**src/hw/rtl/mtep_pkg.sv**
```systemverilog
package mtep_pkg;

  localparam int MaxLengthGroups = 4;
  localparam int ValueW = 28;
  localparam int GroupCountW = 3;

  localparam logic [7:0] DATA_MASK = 8'h7f;
  localparam logic [7:0] STATUS_MIN = 8'h80;
  localparam logic [7:0] HIGH_MASK = 8'hf0;
  localparam logic [7:0] LOW_MASK = 8'h0f;
  localparam logic [7:0] STATUS_SYSEX = 8'hf0;
  localparam logic [7:0] STATUS_ESCAPE = 8'hf7;
  localparam logic [7:0] STATUS_META = 8'hff;
  localparam logic [7:0] META_END_OF_TRACK = 8'h2f;
  localparam logic [3:0] HI_CHANNEL_LAST = 4'he;
  localparam logic [3:0] HI_PROGRAM = 4'hc;
  localparam logic [3:0] HI_PRESSURE = 4'hd;

  localparam logic [1:0] KIND_CHANNEL = 2'd0;
  localparam logic [1:0] KIND_HEADER = 2'd1;
  localparam logic [1:0] KIND_PAYLOAD = 2'd2;
  localparam logic [1:0] KIND_ERROR = 2'd3;

  localparam logic [1:0] ERR_NONE = 2'd0;
  localparam logic [1:0] ERR_TOO_LONG = 2'd1;
  localparam logic [1:0] ERR_UNKNOWN_STATUS = 2'd2;
  localparam logic [1:0] ERR_AFTER_END = 2'd3;

  typedef enum logic [6:0] {
    PH_DELTA    = 7'b0000001,
    PH_STATUS   = 7'b0000010,
    PH_PARAM1   = 7'b0000100,
    PH_PARAM2   = 7'b0001000,
    PH_METATYPE = 7'b0010000,
    PH_LENGTH   = 7'b0100000,
    PH_PAYLOAD  = 7'b1000000
  } phase_t;

  typedef struct packed {
    logic       track_start;
    logic [7:0] data_byte;
  } item_t;

  typedef struct packed {
    logic [1:0]        record_kind;
    logic [ValueW-1:0] delta_ticks;
    logic [7:0]        status;
    logic [3:0]        channel;
    logic [7:0]        param_one;
    logic [7:0]        param_two;
    logic [7:0]        meta_kind;
    logic [ValueW-1:0] payload_length;
    logic [7:0]        payload_value;
    logic              last_of_event;
    logic              track_ended;
    logic [1:0]        error_code;
  } result_t;

endpackage

```
**src/hw/rtl/mtep_in_reg.sv**
```systemverilog
module mtep_in_reg (
  input  logic            clk,
  input  logic            rst,
  input  logic            s_tvalid,
  output logic            s_tready,
  input  mtep_pkg::item_t s_item,
  output logic            valid,
  output mtep_pkg::item_t item,
  input  logic            advance
);

  assign s_tready = !valid || advance;

  always_ff @(posedge clk) begin
    if (rst) begin
      valid <= 1'b0;
    end else if (s_tready) begin
      valid <= s_tvalid;
    end
  end

  always_ff @(posedge clk) begin
    if (s_tvalid && s_tready) begin
      item <= s_item;
    end
  end

endmodule

```
**src/hw/rtl/mtep_core.sv**
```systemverilog
module mtep_core #(
  parameter int MAX_LENGTH_GROUPS = mtep_pkg::MaxLengthGroups
) (
  input  logic              clk,
  input  logic              rst,
  input  logic              fire,
  input  mtep_pkg::item_t   item,
  output logic              res_valid,
  output mtep_pkg::result_t res
);

  localparam int VW = mtep_pkg::ValueW;
  localparam int GW = mtep_pkg::GroupCountW;

  mtep_pkg::phase_t phase, phase_next;
  logic [7:0]    running_status, running_status_next;
  logic [7:0]    current_status, current_status_next;
  logic [VW-1:0] delta_acc, delta_acc_next;
  logic [GW-1:0] group_count, group_count_next;
  logic [7:0]    first_param, first_param_next;
  logic [7:0]    meta_type, meta_type_next;
  logic [VW-1:0] length_acc, length_acc_next;
  logic [VW-1:0] bytes_remaining, bytes_remaining_next;
  logic          ended_flag, ended_flag_next;
  logic          error_flag, error_flag_next;

  logic [7:0]    b;
  logic          is_data;
  logic          do_body;
  logic [3:0]    hi;
  logic [GW-1:0] gc_inc;
  logic          vlq_done;
  logic          vlq_over;
  logic [VW-1:0] vlq_acc;
  logic          finish;

  assign b = item.data_byte;
  assign is_data = (b & mtep_pkg::STATUS_MIN) == 8'h00;

  always_comb begin
    phase_next = phase;
    running_status_next = running_status;
    current_status_next = current_status;
    delta_acc_next = delta_acc;
    group_count_next = group_count;
    first_param_next = first_param;
    meta_type_next = meta_type;
    length_acc_next = length_acc;
    bytes_remaining_next = bytes_remaining;
    ended_flag_next = ended_flag;
    error_flag_next = error_flag;
    res = '0;
    res_valid = 1'b0;
    do_body = 1'b0;
    finish = 1'b0;
    hi = '0;
    gc_inc = '0;
    vlq_done = 1'b0;
    vlq_over = 1'b0;
    vlq_acc = '0;

    if (item.track_start) begin
      running_status_next = '0;
      current_status_next = '0;
      ended_flag_next = 1'b0;
      error_flag_next = 1'b0;
      phase_next = mtep_pkg::PH_DELTA;
      delta_acc_next = '0;
      group_count_next = '0;
      first_param_next = '0;
      meta_type_next = '0;
      length_acc_next = '0;
      bytes_remaining_next = '0;
    end

    if (error_flag_next) begin
      // locked until the next track start
    end else if (ended_flag_next) begin
      res_valid = 1'b1;
      res.record_kind = mtep_pkg::KIND_ERROR;
      res.error_code = mtep_pkg::ERR_AFTER_END;
      error_flag_next = 1'b1;
    end else if (phase_next == mtep_pkg::PH_STATUS) begin
      if (!is_data) begin
        running_status_next = b;
      end
      current_status_next = running_status_next;
      hi = current_status_next[7:4];
      if (hi >= mtep_pkg::STATUS_MIN[7:4] && hi <= mtep_pkg::HI_CHANNEL_LAST) begin
        phase_next = mtep_pkg::PH_PARAM1;
        do_body = is_data;
      end else if (current_status_next == mtep_pkg::STATUS_SYSEX ||
                   current_status_next == mtep_pkg::STATUS_ESCAPE) begin
        meta_type_next = '0;
        length_acc_next = '0;
        group_count_next = '0;
        phase_next = mtep_pkg::PH_LENGTH;
        do_body = is_data;
      end else if (current_status_next == mtep_pkg::STATUS_META) begin
        phase_next = mtep_pkg::PH_METATYPE;
        do_body = is_data;
      end else begin
        res_valid = 1'b1;
        res.record_kind = mtep_pkg::KIND_ERROR;
        res.error_code = mtep_pkg::ERR_UNKNOWN_STATUS;
        error_flag_next = 1'b1;
      end
    end else begin
      do_body = 1'b1;
    end

    if (do_body) begin
      // variable-length group, applied to whichever accumulator is live
      gc_inc = group_count_next + GW'(1);
      vlq_done = is_data;
      vlq_over = !is_data && (gc_inc >= GW'(MAX_LENGTH_GROUPS));
      vlq_acc = (phase_next == mtep_pkg::PH_LENGTH) ? length_acc_next : delta_acc_next;
      vlq_acc = {vlq_acc[VW-8:0], b[6:0]};

      unique case (phase_next)
        mtep_pkg::PH_PARAM1: begin
          first_param_next = b;
          if (current_status_next[7:4] == mtep_pkg::HI_PROGRAM ||
              current_status_next[7:4] == mtep_pkg::HI_PRESSURE) begin
            res_valid = 1'b1;
            res.record_kind = mtep_pkg::KIND_CHANNEL;
            res.delta_ticks = delta_acc_next;
            res.status = current_status_next;
            res.channel = current_status_next[3:0];
            res.param_one = b;
            res.last_of_event = 1'b1;
            finish = 1'b1;
          end else begin
            phase_next = mtep_pkg::PH_PARAM2;
          end
        end
        mtep_pkg::PH_PARAM2: begin
          res_valid = 1'b1;
          res.record_kind = mtep_pkg::KIND_CHANNEL;
          res.delta_ticks = delta_acc_next;
          res.status = current_status_next;
          res.channel = current_status_next[3:0];
          res.param_one = first_param_next;
          res.param_two = b;
          res.last_of_event = 1'b1;
          finish = 1'b1;
        end
        mtep_pkg::PH_METATYPE: begin
          meta_type_next = b;
          length_acc_next = '0;
          group_count_next = '0;
          phase_next = mtep_pkg::PH_LENGTH;
        end
        mtep_pkg::PH_LENGTH: begin
          length_acc_next = vlq_acc;
          group_count_next = vlq_done ? '0 : gc_inc;
          if (vlq_over) begin
            res_valid = 1'b1;
            res.record_kind = mtep_pkg::KIND_ERROR;
            res.error_code = mtep_pkg::ERR_TOO_LONG;
            error_flag_next = 1'b1;
          end else if (vlq_done) begin
            res_valid = 1'b1;
            res.record_kind = mtep_pkg::KIND_HEADER;
            res.delta_ticks = delta_acc_next;
            res.status = current_status_next;
            res.meta_kind = (current_status_next == mtep_pkg::STATUS_META) ?
                            meta_type_next : 8'h00;
            res.payload_length = vlq_acc;
            bytes_remaining_next = vlq_acc;
            if (vlq_acc == '0) begin
              finish = 1'b1;
            end else begin
              phase_next = mtep_pkg::PH_PAYLOAD;
            end
          end
        end
        mtep_pkg::PH_PAYLOAD: begin
          res_valid = 1'b1;
          res.record_kind = mtep_pkg::KIND_PAYLOAD;
          res.delta_ticks = delta_acc_next;
          res.status = current_status_next;
          res.meta_kind = (current_status_next == mtep_pkg::STATUS_META) ?
                          meta_type_next : 8'h00;
          res.payload_length = length_acc_next;
          res.payload_value = b;
          bytes_remaining_next = bytes_remaining_next - VW'(1);
          finish = (bytes_remaining_next == '0);
        end
        default: begin
          delta_acc_next = vlq_acc;
          group_count_next = vlq_done ? '0 : gc_inc;
          if (vlq_over) begin
            res_valid = 1'b1;
            res.record_kind = mtep_pkg::KIND_ERROR;
            res.error_code = mtep_pkg::ERR_TOO_LONG;
            error_flag_next = 1'b1;
          end else if (vlq_done) begin
            phase_next = mtep_pkg::PH_STATUS;
          end
        end
      endcase

      if (finish) begin
        res.last_of_event = 1'b1;
        if (res.record_kind != mtep_pkg::KIND_CHANNEL &&
            current_status_next == mtep_pkg::STATUS_META &&
            meta_type_next == mtep_pkg::META_END_OF_TRACK) begin
          res.track_ended = 1'b1;
          ended_flag_next = 1'b1;
        end
        phase_next = mtep_pkg::PH_DELTA;
        delta_acc_next = '0;
        group_count_next = '0;
        first_param_next = '0;
        meta_type_next = '0;
        length_acc_next = '0;
        bytes_remaining_next = '0;
      end
    end
  end

  always_ff @(posedge clk) begin
    if (rst) begin
      phase <= mtep_pkg::PH_DELTA;
      running_status <= '0;
      current_status <= '0;
      delta_acc <= '0;
      group_count <= '0;
      first_param <= '0;
      meta_type <= '0;
      length_acc <= '0;
      bytes_remaining <= '0;
      ended_flag <= 1'b0;
      error_flag <= 1'b0;
    end else if (fire) begin
      phase <= phase_next;
      running_status <= running_status_next;
      current_status <= current_status_next;
      delta_acc <= delta_acc_next;
      group_count <= group_count_next;
      first_param <= first_param_next;
      meta_type <= meta_type_next;
      length_acc <= length_acc_next;
      bytes_remaining <= bytes_remaining_next;
      ended_flag <= ended_flag_next;
      error_flag <= error_flag_next;
    end
  end

  a_locked_silent: assert property (@(posedge clk) disable iff (rst)
    (error_flag && !item.track_start) |-> !res_valid)
    else $error("result produced while locked after error");

  a_error_locks: assert property (@(posedge clk) disable iff (rst)
    (fire && res_valid && res.record_kind == mtep_pkg::KIND_ERROR) |=> error_flag)
    else $error("error record did not set the lock");

  a_channel_last: assert property (@(posedge clk) disable iff (rst)
    (res_valid && res.record_kind == mtep_pkg::KIND_CHANNEL) |->
      (res.last_of_event && phase_next == mtep_pkg::PH_DELTA))
    else $error("channel record did not close the event");

  a_end_sets_flag: assert property (@(posedge clk) disable iff (rst)
    (fire && res_valid && res.track_ended) |=> (ended_flag && phase == mtep_pkg::PH_DELTA))
    else $error("end of track not recorded");

endmodule

```
**src/hw/rtl/mtep_out_reg.sv**
```systemverilog
module mtep_out_reg (
  input  logic              clk,
  input  logic              rst,
  input  logic              load,
  input  mtep_pkg::result_t res,
  output logic              free,
  output logic              m_tvalid,
  input  logic              m_tready,
  output mtep_pkg::result_t m_res
);

  assign free = !m_tvalid || m_tready;

  always_ff @(posedge clk) begin
    if (rst) begin
      m_tvalid <= 1'b0;
    end else if (load) begin
      m_tvalid <= 1'b1;
    end else if (m_tready) begin
      m_tvalid <= 1'b0;
    end
  end

  always_ff @(posedge clk) begin
    if (load) begin
      m_res <= res;
    end
  end

endmodule

```
**src/hw/rtl/midi_track_event_parser.sv**
```systemverilog
// MIDI track event parser.
// Slave channel: one track-body byte per request; tdata = data_byte,
// tuser = track_start (set on the first byte of a new track).
// Master channel: at most one event record per input byte. tlast marks the
// final record of an event; tuser carries record_kind and track_ended.
// Path: a byte accepted into the input register is decoded combinationally
// from that register, and its record is loaded into the output register
// when the decode fires, so each record passes through the input and then
// the output register before it appears on the master port.
// Throughput: one byte per cycle while tready stays high, set by the
// combinational decode between the input and result registers.
// Reset clears the parse state, running status and error lock, and empties
// both registers. When the receiver holds tready low, the held record stays
// on the master port; the decoder stops, the input register keeps one byte
// and s_tready drops, so no byte or record is lost.
// After an error record the block emits nothing until a track_start byte.
module midi_track_event_parser #(
  parameter int MAX_LENGTH_GROUPS = mtep_pkg::MaxLengthGroups
) (
  input  logic         clk,
  input  logic         rst,
  input  logic         s_tvalid,
  output logic         s_tready,
  input  logic [7:0]   s_tdata,   // [7:0] data_byte
  input  logic         s_tuser,   // [0] track_start
  output logic         m_tvalid,
  input  logic         m_tready,
  // [27:0] delta_ticks, [35:28] status, [39:36] channel, [47:40] param_one,
  // [55:48] param_two, [63:56] meta_kind, [91:64] payload_length,
  // [99:92] payload_value, [101:100] error_code, [103:102] zero
  output logic [103:0] m_tdata,
  output logic         m_tlast,   // last_of_event
  output logic [2:0]   m_tuser    // [1:0] record_kind, [2] track_ended
);

  mtep_pkg::item_t   s_item;
  mtep_pkg::item_t   item;
  mtep_pkg::result_t res;
  mtep_pkg::result_t m_res;
  logic              item_valid;
  logic              res_valid;
  logic              out_free;
  logic              fire;

  assign s_item.track_start = s_tuser;
  assign s_item.data_byte = s_tdata;
  assign fire = item_valid && out_free;

  mtep_in_reg u_in (
    .clk      (clk),
    .rst      (rst),
    .s_tvalid (s_tvalid),
    .s_tready (s_tready),
    .s_item   (s_item),
    .valid    (item_valid),
    .item     (item),
    .advance  (fire)
  );

  mtep_core #(
    .MAX_LENGTH_GROUPS (MAX_LENGTH_GROUPS)
  ) u_core (
    .clk       (clk),
    .rst       (rst),
    .fire      (fire),
    .item      (item),
    .res_valid (res_valid),
    .res       (res)
  );

  mtep_out_reg u_out (
    .clk      (clk),
    .rst      (rst),
    .load     (fire && res_valid),
    .res      (res),
    .free     (out_free),
    .m_tvalid (m_tvalid),
    .m_tready (m_tready),
    .m_res    (m_res)
  );

  assign m_tdata = {2'b00, m_res.error_code, m_res.payload_value, m_res.payload_length,
                    m_res.meta_kind, m_res.param_two, m_res.param_one, m_res.channel,
                    m_res.status, m_res.delta_ticks};
  assign m_tlast = m_res.last_of_event;
  assign m_tuser = {m_res.track_ended, m_res.record_kind};

endmodule
```
**config.mk**
```make
export PLATFORM = sky130hd
export DESIGN_NAME = midi_track_event_parser
export DESIGN_NICKNAME = d
export VERILOG_FILES = /design/src/hw/rtl/mtep_pkg.sv /design/src/hw/rtl/mtep_in_reg.sv /design/src/hw/rtl/mtep_core.sv /design/src/hw/rtl/mtep_out_reg.sv /design/src/hw/rtl/midi_track_event_parser.sv
export SDC_FILE = /design/constraint.sdc
export NUM_CORES = 1
export LEC_CHECK = 0
export ABC_CLOCK_PERIOD_IN_PS = 20300
export BUFFER_PORTS_ARGS = -buffer_cell sky130_fd_sc_hd__buf_4
export CAP_MARGIN = 20
export CORE_MARGIN = 3
export CORE_UTILIZATION = 41
export CTS_CLUSTER_DIAMETER = 200
export CTS_CLUSTER_SIZE = 14
export DETAILED_ROUTE_END_ITERATION = 6
export PLACE_DENSITY = 0.61
export SLEW_MARGIN = 30
export SYNTH_ARGS = -nofsm -noshare
export SYNTH_HDL_FRONTEND = slang
export SYNTH_SLANG_ARGS = --single-unit
```
**constraint.sdc**
```tcl
create_clock -name clk -period 20.3 [get_ports clk]
set_clock_uncertainty 0.05 [all_clocks]
set_input_delay 3.045 -clock clk [delete_from_list [all_inputs] [get_ports clk]]
set_output_delay 3.045 -clock clk [all_outputs]
set_load 0.005 [all_outputs]
```
# Yosys cells after proc, flatten, opt, wreduce, memory -nomap -nowiden
# Index checks and enable logic that the tools add are counted.
[word_totals] regBits=245 input_bits=13
[op_classes] addsub=2 n_lt_le_gt_ge=3 eq_ne=13 mux=140 n_reduce_logical=26
[op_table] cell="28-bit two-way mux" n=17
[op_table] cell="8-bit two-way mux" n=29
[op_table] cell="28-bit case mux with 2 select lines" n=2
[op_table] cell="36-bit two-way mux" n=3
[op_table] cell="36-bit case mux with 3 select lines" n=1
[op_table] cell="106-bit two-way mux" n=1
[op_table] cell="7-bit two-way mux" n=15
[op_table] cell="36-bit case mux with 2 select lines" n=1
[op_table] cell="28-bit logical NOT" n=2
[op_table] cell="50-bit two-way mux" n=1
[op_table] cell="38-bit two-way mux" n=1
[op_table] cell="2-bit two-way mux" n=18
[op_table] cell="1-bit two-way mux" n=34
[op_table] cell="8-bit equality test (second input constant)" n=4
[op_table] cell="7-bit case mux with 4 select lines" n=1
[op_table] cell="28-bit by 1-bit subtractor with 28-bit output (second input constant)" n=1
[op_table] cell="3-bit two-way mux" n=9
[op_table] cell="12-bit case mux with 2 select lines" n=1
[op_table] cell="21-bit two-way mux" n=1
[op_table] cell="2-bit case mux with 5 select lines" n=1
[op_table] cell="4-bit equality test (second input constant)" n=2
[op_table] cell="8-bit by 6-bit equality test with 1-bit output (second input constant)" n=1
[op_table] cell="8-bit logical NOT" n=1
[op_table] cell="1-bit case mux with 4 select lines" n=2
[op_table] cell="other kinds (21)" n=35

# Longest topological paths before layout
[depth] depth_word=24 mapped_depth=21 depth_no_buf=12

# Cells and area by module
# From an unflattened synthesis, not the netlist that was laid out.
[unflattened] cells_unflattened=1152 hier_area_um2=11314.6
[by_module_without_submodules] module="mtep_core" instances=1 cells_each=1023 area_per_inst_um2=7728.7 seq_area_each_um2=2562.5
[by_module_without_submodules] module="mtep_out_reg" instances=1 cells_each=110 area_per_inst_um2=3229.3 seq_area_each_um2=3203.1
[by_module_without_submodules] module="mtep_in_reg" instances=1 cells_each=14 area_per_inst_um2=325.3 seq_area_each_um2=290.3
[by_module_without_submodules] module="midi_track_event_parser" instances=1 cells_each=5 area_per_inst_um2=31.3 seq_area_each_um2=0.0

# Worst setup path after synthesis
# Ideal clock, no wire load.
[synth_timing] kind="input to register" from="in m_tready" to="reg, netlist name u_out.m_res[0]" arrival_time_ps=7897 required_time_ps=19677 path_slack_ps=11780 cell_stages=4 path_cell_list="nand2b_1 nand2_1 clkbuf_1 nor2_1"
[synth_via] elab_chain_len=3
[synth_rtl] element="start, declared" line="midi_track_event_parser.sv:27" rtl="input logic m_tready,"
[synth_rtl] element="1-bit logical OR" line="mtep_out_reg.sv:12" rtl="assign free = !m_tvalid || m_tready;"
[synth_rtl] element="1-bit logical AND" line="midi_track_event_parser.sv:47" rtl="assign fire = item_valid && out_free;"
[synth_rtl] element="1-bit logical AND" line="midi_track_event_parser.sv:74" rtl=".load (fire && res_valid),"
[synth_rtl] element="named net u_out.load" line="mtep_out_reg.sv:4" rtl="input logic load,"
# The timed path passes the listed nets, and every way through them passes these cells.
# A chain may end at the register's enable or synchronous reset.

# Final worst setup path
[layout_timing] from="in m_tready" to="out s_tready"
[layout_via] elab_chain_len=3
[layout_rtl] element="1-bit logical OR" line="mtep_out_reg.sv:12"
[layout_rtl] element="1-bit logical AND" line="midi_track_event_parser.sv:47"
[layout_rtl] element="1-bit logical OR" line="mtep_in_reg.sv:12" rtl="assign s_tready = !valid || advance;"
[layout_rtl] element="end, declared" line="midi_track_event_parser.sv:23" rtl="output logic s_tready,"
# Every way passes these cells.

==> reports/qor.yml <==
job:
  maxCapViolations: 0
setup_path:
  worst-path-max-fanout: 2
  critPathSlowestCell: "buf_4"
  endpoint_kind: "primary output"
  crit_buf_inv: 2
  cp.required_ns: 17.20
  startpoint_type: "primary input"
  critPathMaxStageDelay_ns: 0.15
  crit_chain: "buf_4 -> nor2b_1 -> nand2_1 -> buf_4"
  critPathKind: "primary input to primary output"
  crit_family: "buffers and inverters"
  cp_common_cell: "buf_4"
  crit_arrival_ns: 3.52
yosys:
  synthCells: 1137
  syn_avg_cell_area_um2: 10.4
  ys_ff_latch: 245
  synth_area_leader_cell: "edfxtp_1"
  synthDistinctLibCells: 100
  netlist_area_um2: 11900
  synth_edf_count: 115
  synthArstFlopShare_pct: 0
  synth.most_common_cell: "dfxtp_1"
  ys_warn_count: 0
  yosys-top-cells-area: "edfxtp_1, dfxtp_1, a22o_1"
  ys_seq_area_share_pct: 51.0
  synth_top_cell_area_share_pct: 29.1
  ys.flop_type: "dfxtp_1"
  synth_commonest_cells: "dfxtp_1, edfxtp_1, nor2_1"
drt:
  wl_met1_um: 15400
  wl_met2_um: 15100
  drtIter0Drc: 1465
  route.met3.wl_um: 3110
  drc_errors: 0
  totalWireLength_um: 34300
  highest_layer: "met4"
  vias: 9738
  first_pass_iters: 6
  wl_per_cell_um: 21.4
  via_per_inst: 6.07
  antenna_left: 0
layout:
  nets: 1229
  diodes: 0
  seq_area_um2: 6060
  layout-drive-gt1-share_pct: 17.7
  area_growth_pct: 14.4
  multiInputGateArea_um2: 5350
  fill_cells: 2613
grt:
  overflow: 0
  grt_start_max_net_pins: 78
  grt_pass1_wl_um: 53000
  antenna_found_initial: 1
  grt_pass1_vias: 8769
  grtUsageTotal_pct: 21.4
timing:
  rsz0062_at_grt: "no"
  hold_viol_final: 0
  fmax_ghz: 0.151
  fin_ws_ns: 13.68
  setup_viol: 0
  whs_ns: 0.406
  tightest_slew_ns: 1.01
  fin_setup_tns_ns: 0
  relSlewSlack_pct: 32.3
  drv_slew: 0
  fin_crit_sh_pct: 32.6
  period_minus_slack_ns: 6.62
placement:
  hpwl_um: 22900
  place_congestion: 0.903
  dp_worst_setup_slack_ns: 13.68
  portBuffers: 120
clock_tree:
  cts_resized: 0
  clockBufferDepth: 3
  cts_tree: "built"
  ctsHoldBuffers: 0
  path_clk_slew_ns: 0.06
  h-tree-depth: 1
  insertion_delay_ns: 0.53
  cts_post_setup_buffers_inserted: 0
  cts_root_buffer: "clkbuf_16"
  cts_sinks: 245
  numCtsBuffers: 21
power:
  peakVddDrop_mv: 0.0531
  p_per_area_nw_per_um2: 69.2
  p_leak_nw: 4.90
floorplan:
  start_util_pct: 42.2
  core_um2: 28200
  num_rows: 61
  ios: 123
  dieArea_um2: 31000
  die_h_um: 176
  die_x_um: 176
outcome:
  outcome: "finished, final reports clean"
worst_hold_path:
  hold_class: "register to register"
[cells by family (layout without fill, tap and decap cells)]
kind of cell	count (synthesis)	after routing	synth area share, %
compound gates	355	355	23.6
xor+xnor	12	12	0.885
fa+ha+maj	3	3	0.316
buf+inv	102	191	4.10
flops	245	245	51.0
mux	2	2	0.179
other cells	1	2	0.0316
simple gates	417	417	19.9
[worst register-to-register path: stages (launching register included)]
cell and delay (ns):
edfxtp_1 0.32, buf_4 0.42, o21bai_1 0.27, nand3_1 0.46
nor2_1 0.23, buf_4 0.20, a21oi_2 0.07, buf_4 0.26
and2_1 0.24, ha_1 0.26, a2111oi_0 0.33, and3b_1 0.25
a21o_1 0.18, a31oi_1 0.25, nor2_1 0.12, nor2_4 0.63
buf_6 0.61
[power by group]
group          switching, mW  total, mW  internal (mW)
combinational         0.0326     0.0449         0.0122
clock                  0.177      0.372          0.195
sequential           0.00703      0.523          0.516
total                  0.217      0.940          0.723
[final timing paths]
check,start,end,slack (ns),depth (start not counted)
setup / recovery,m_tready,s_tready,13.68,4
hold / removal,u_core.current_status[0],u_core.current_status[0],0.41,2
setup reg to reg,u_in.item[8],u_out.m_res[22],14.70,16
hold reg to reg,u_core.current_status[0],u_core.current_status[0],0.41,2
[cell type report]
class	count	share of cell area, %
multi-input cells	791	39.4
well taps	378	3.48
flip-flops and latches	245	44.6
inverters	14	0.387
clock inverters	2	0.129
clock buffers	35	4.26
repair buffers	140	7.79
[placed cells by master, fill, tap and decap left out, types with 7 or more instances in the layout]
master and n:
o2bb2ai_1 31, nand2_1 82, nand3_1 30, nand4_1 11
xnor2_1 7, nor4_1 15, clkbuf_1 14, edfxtp_1 115
and3_1 24, and4_1 7, nor2_1 96, a31oi_1 16
nor2b_1 10, a22oi_1 35, o21ai_0 34, a21oi_1 56
or4_1 11, nand2b_1 8, and2_1 47, a32oi_1 15
nor3_1 26, buf_4 138, a22o_1 65, clkbuf_16 21
dfxtp_1 130, inv_1 14, a32o_1 18, o211ai_1 11
[per-layer routing]
| metal | vias to the layer above | GRT usage [%] |
|---|---|---|
| met5 | - | 0 |
| li1 | 4544 | - |
| met1 | 4690 | 31.9 |
| met4 | 0 | 5.05 |
| met3 | 47 | 3.98 |
| met2 | 457 | 32.3 |
[flip-flops by register name (all words and copies together) (netlist names), 3 cells and up]
signal                  flops
u_core.meta_type            8
u_core.bytes_remaining     28
u_core.running_status       8
u_out.m_res               106
u_core.group_count          3
u_core.first_param          8
u_core.delta_acc           28
u_core.phase                7
u_core.current_status       8
u_in.item                   9
u_core.length_acc          28
[metrics by stage]
step / power, mW / instance area, µm² / instances / utilization, %
final: 0.940 / 13600 / 1605 / 48.2
after global routing: 0.968 / 13600 / 1605 / 48.2
after CTS: 0.947 / 13600 / 1604 / 48.2
after detailed placement: 0.577 / 13000 / 1567 / 46.1
after global placement: 0.577 / 13000 / 1566 / 46.0
after floorplan: 0.562 / 11900 / 1138 / -
Note: power is estimated with default switching activity, not from simulation.
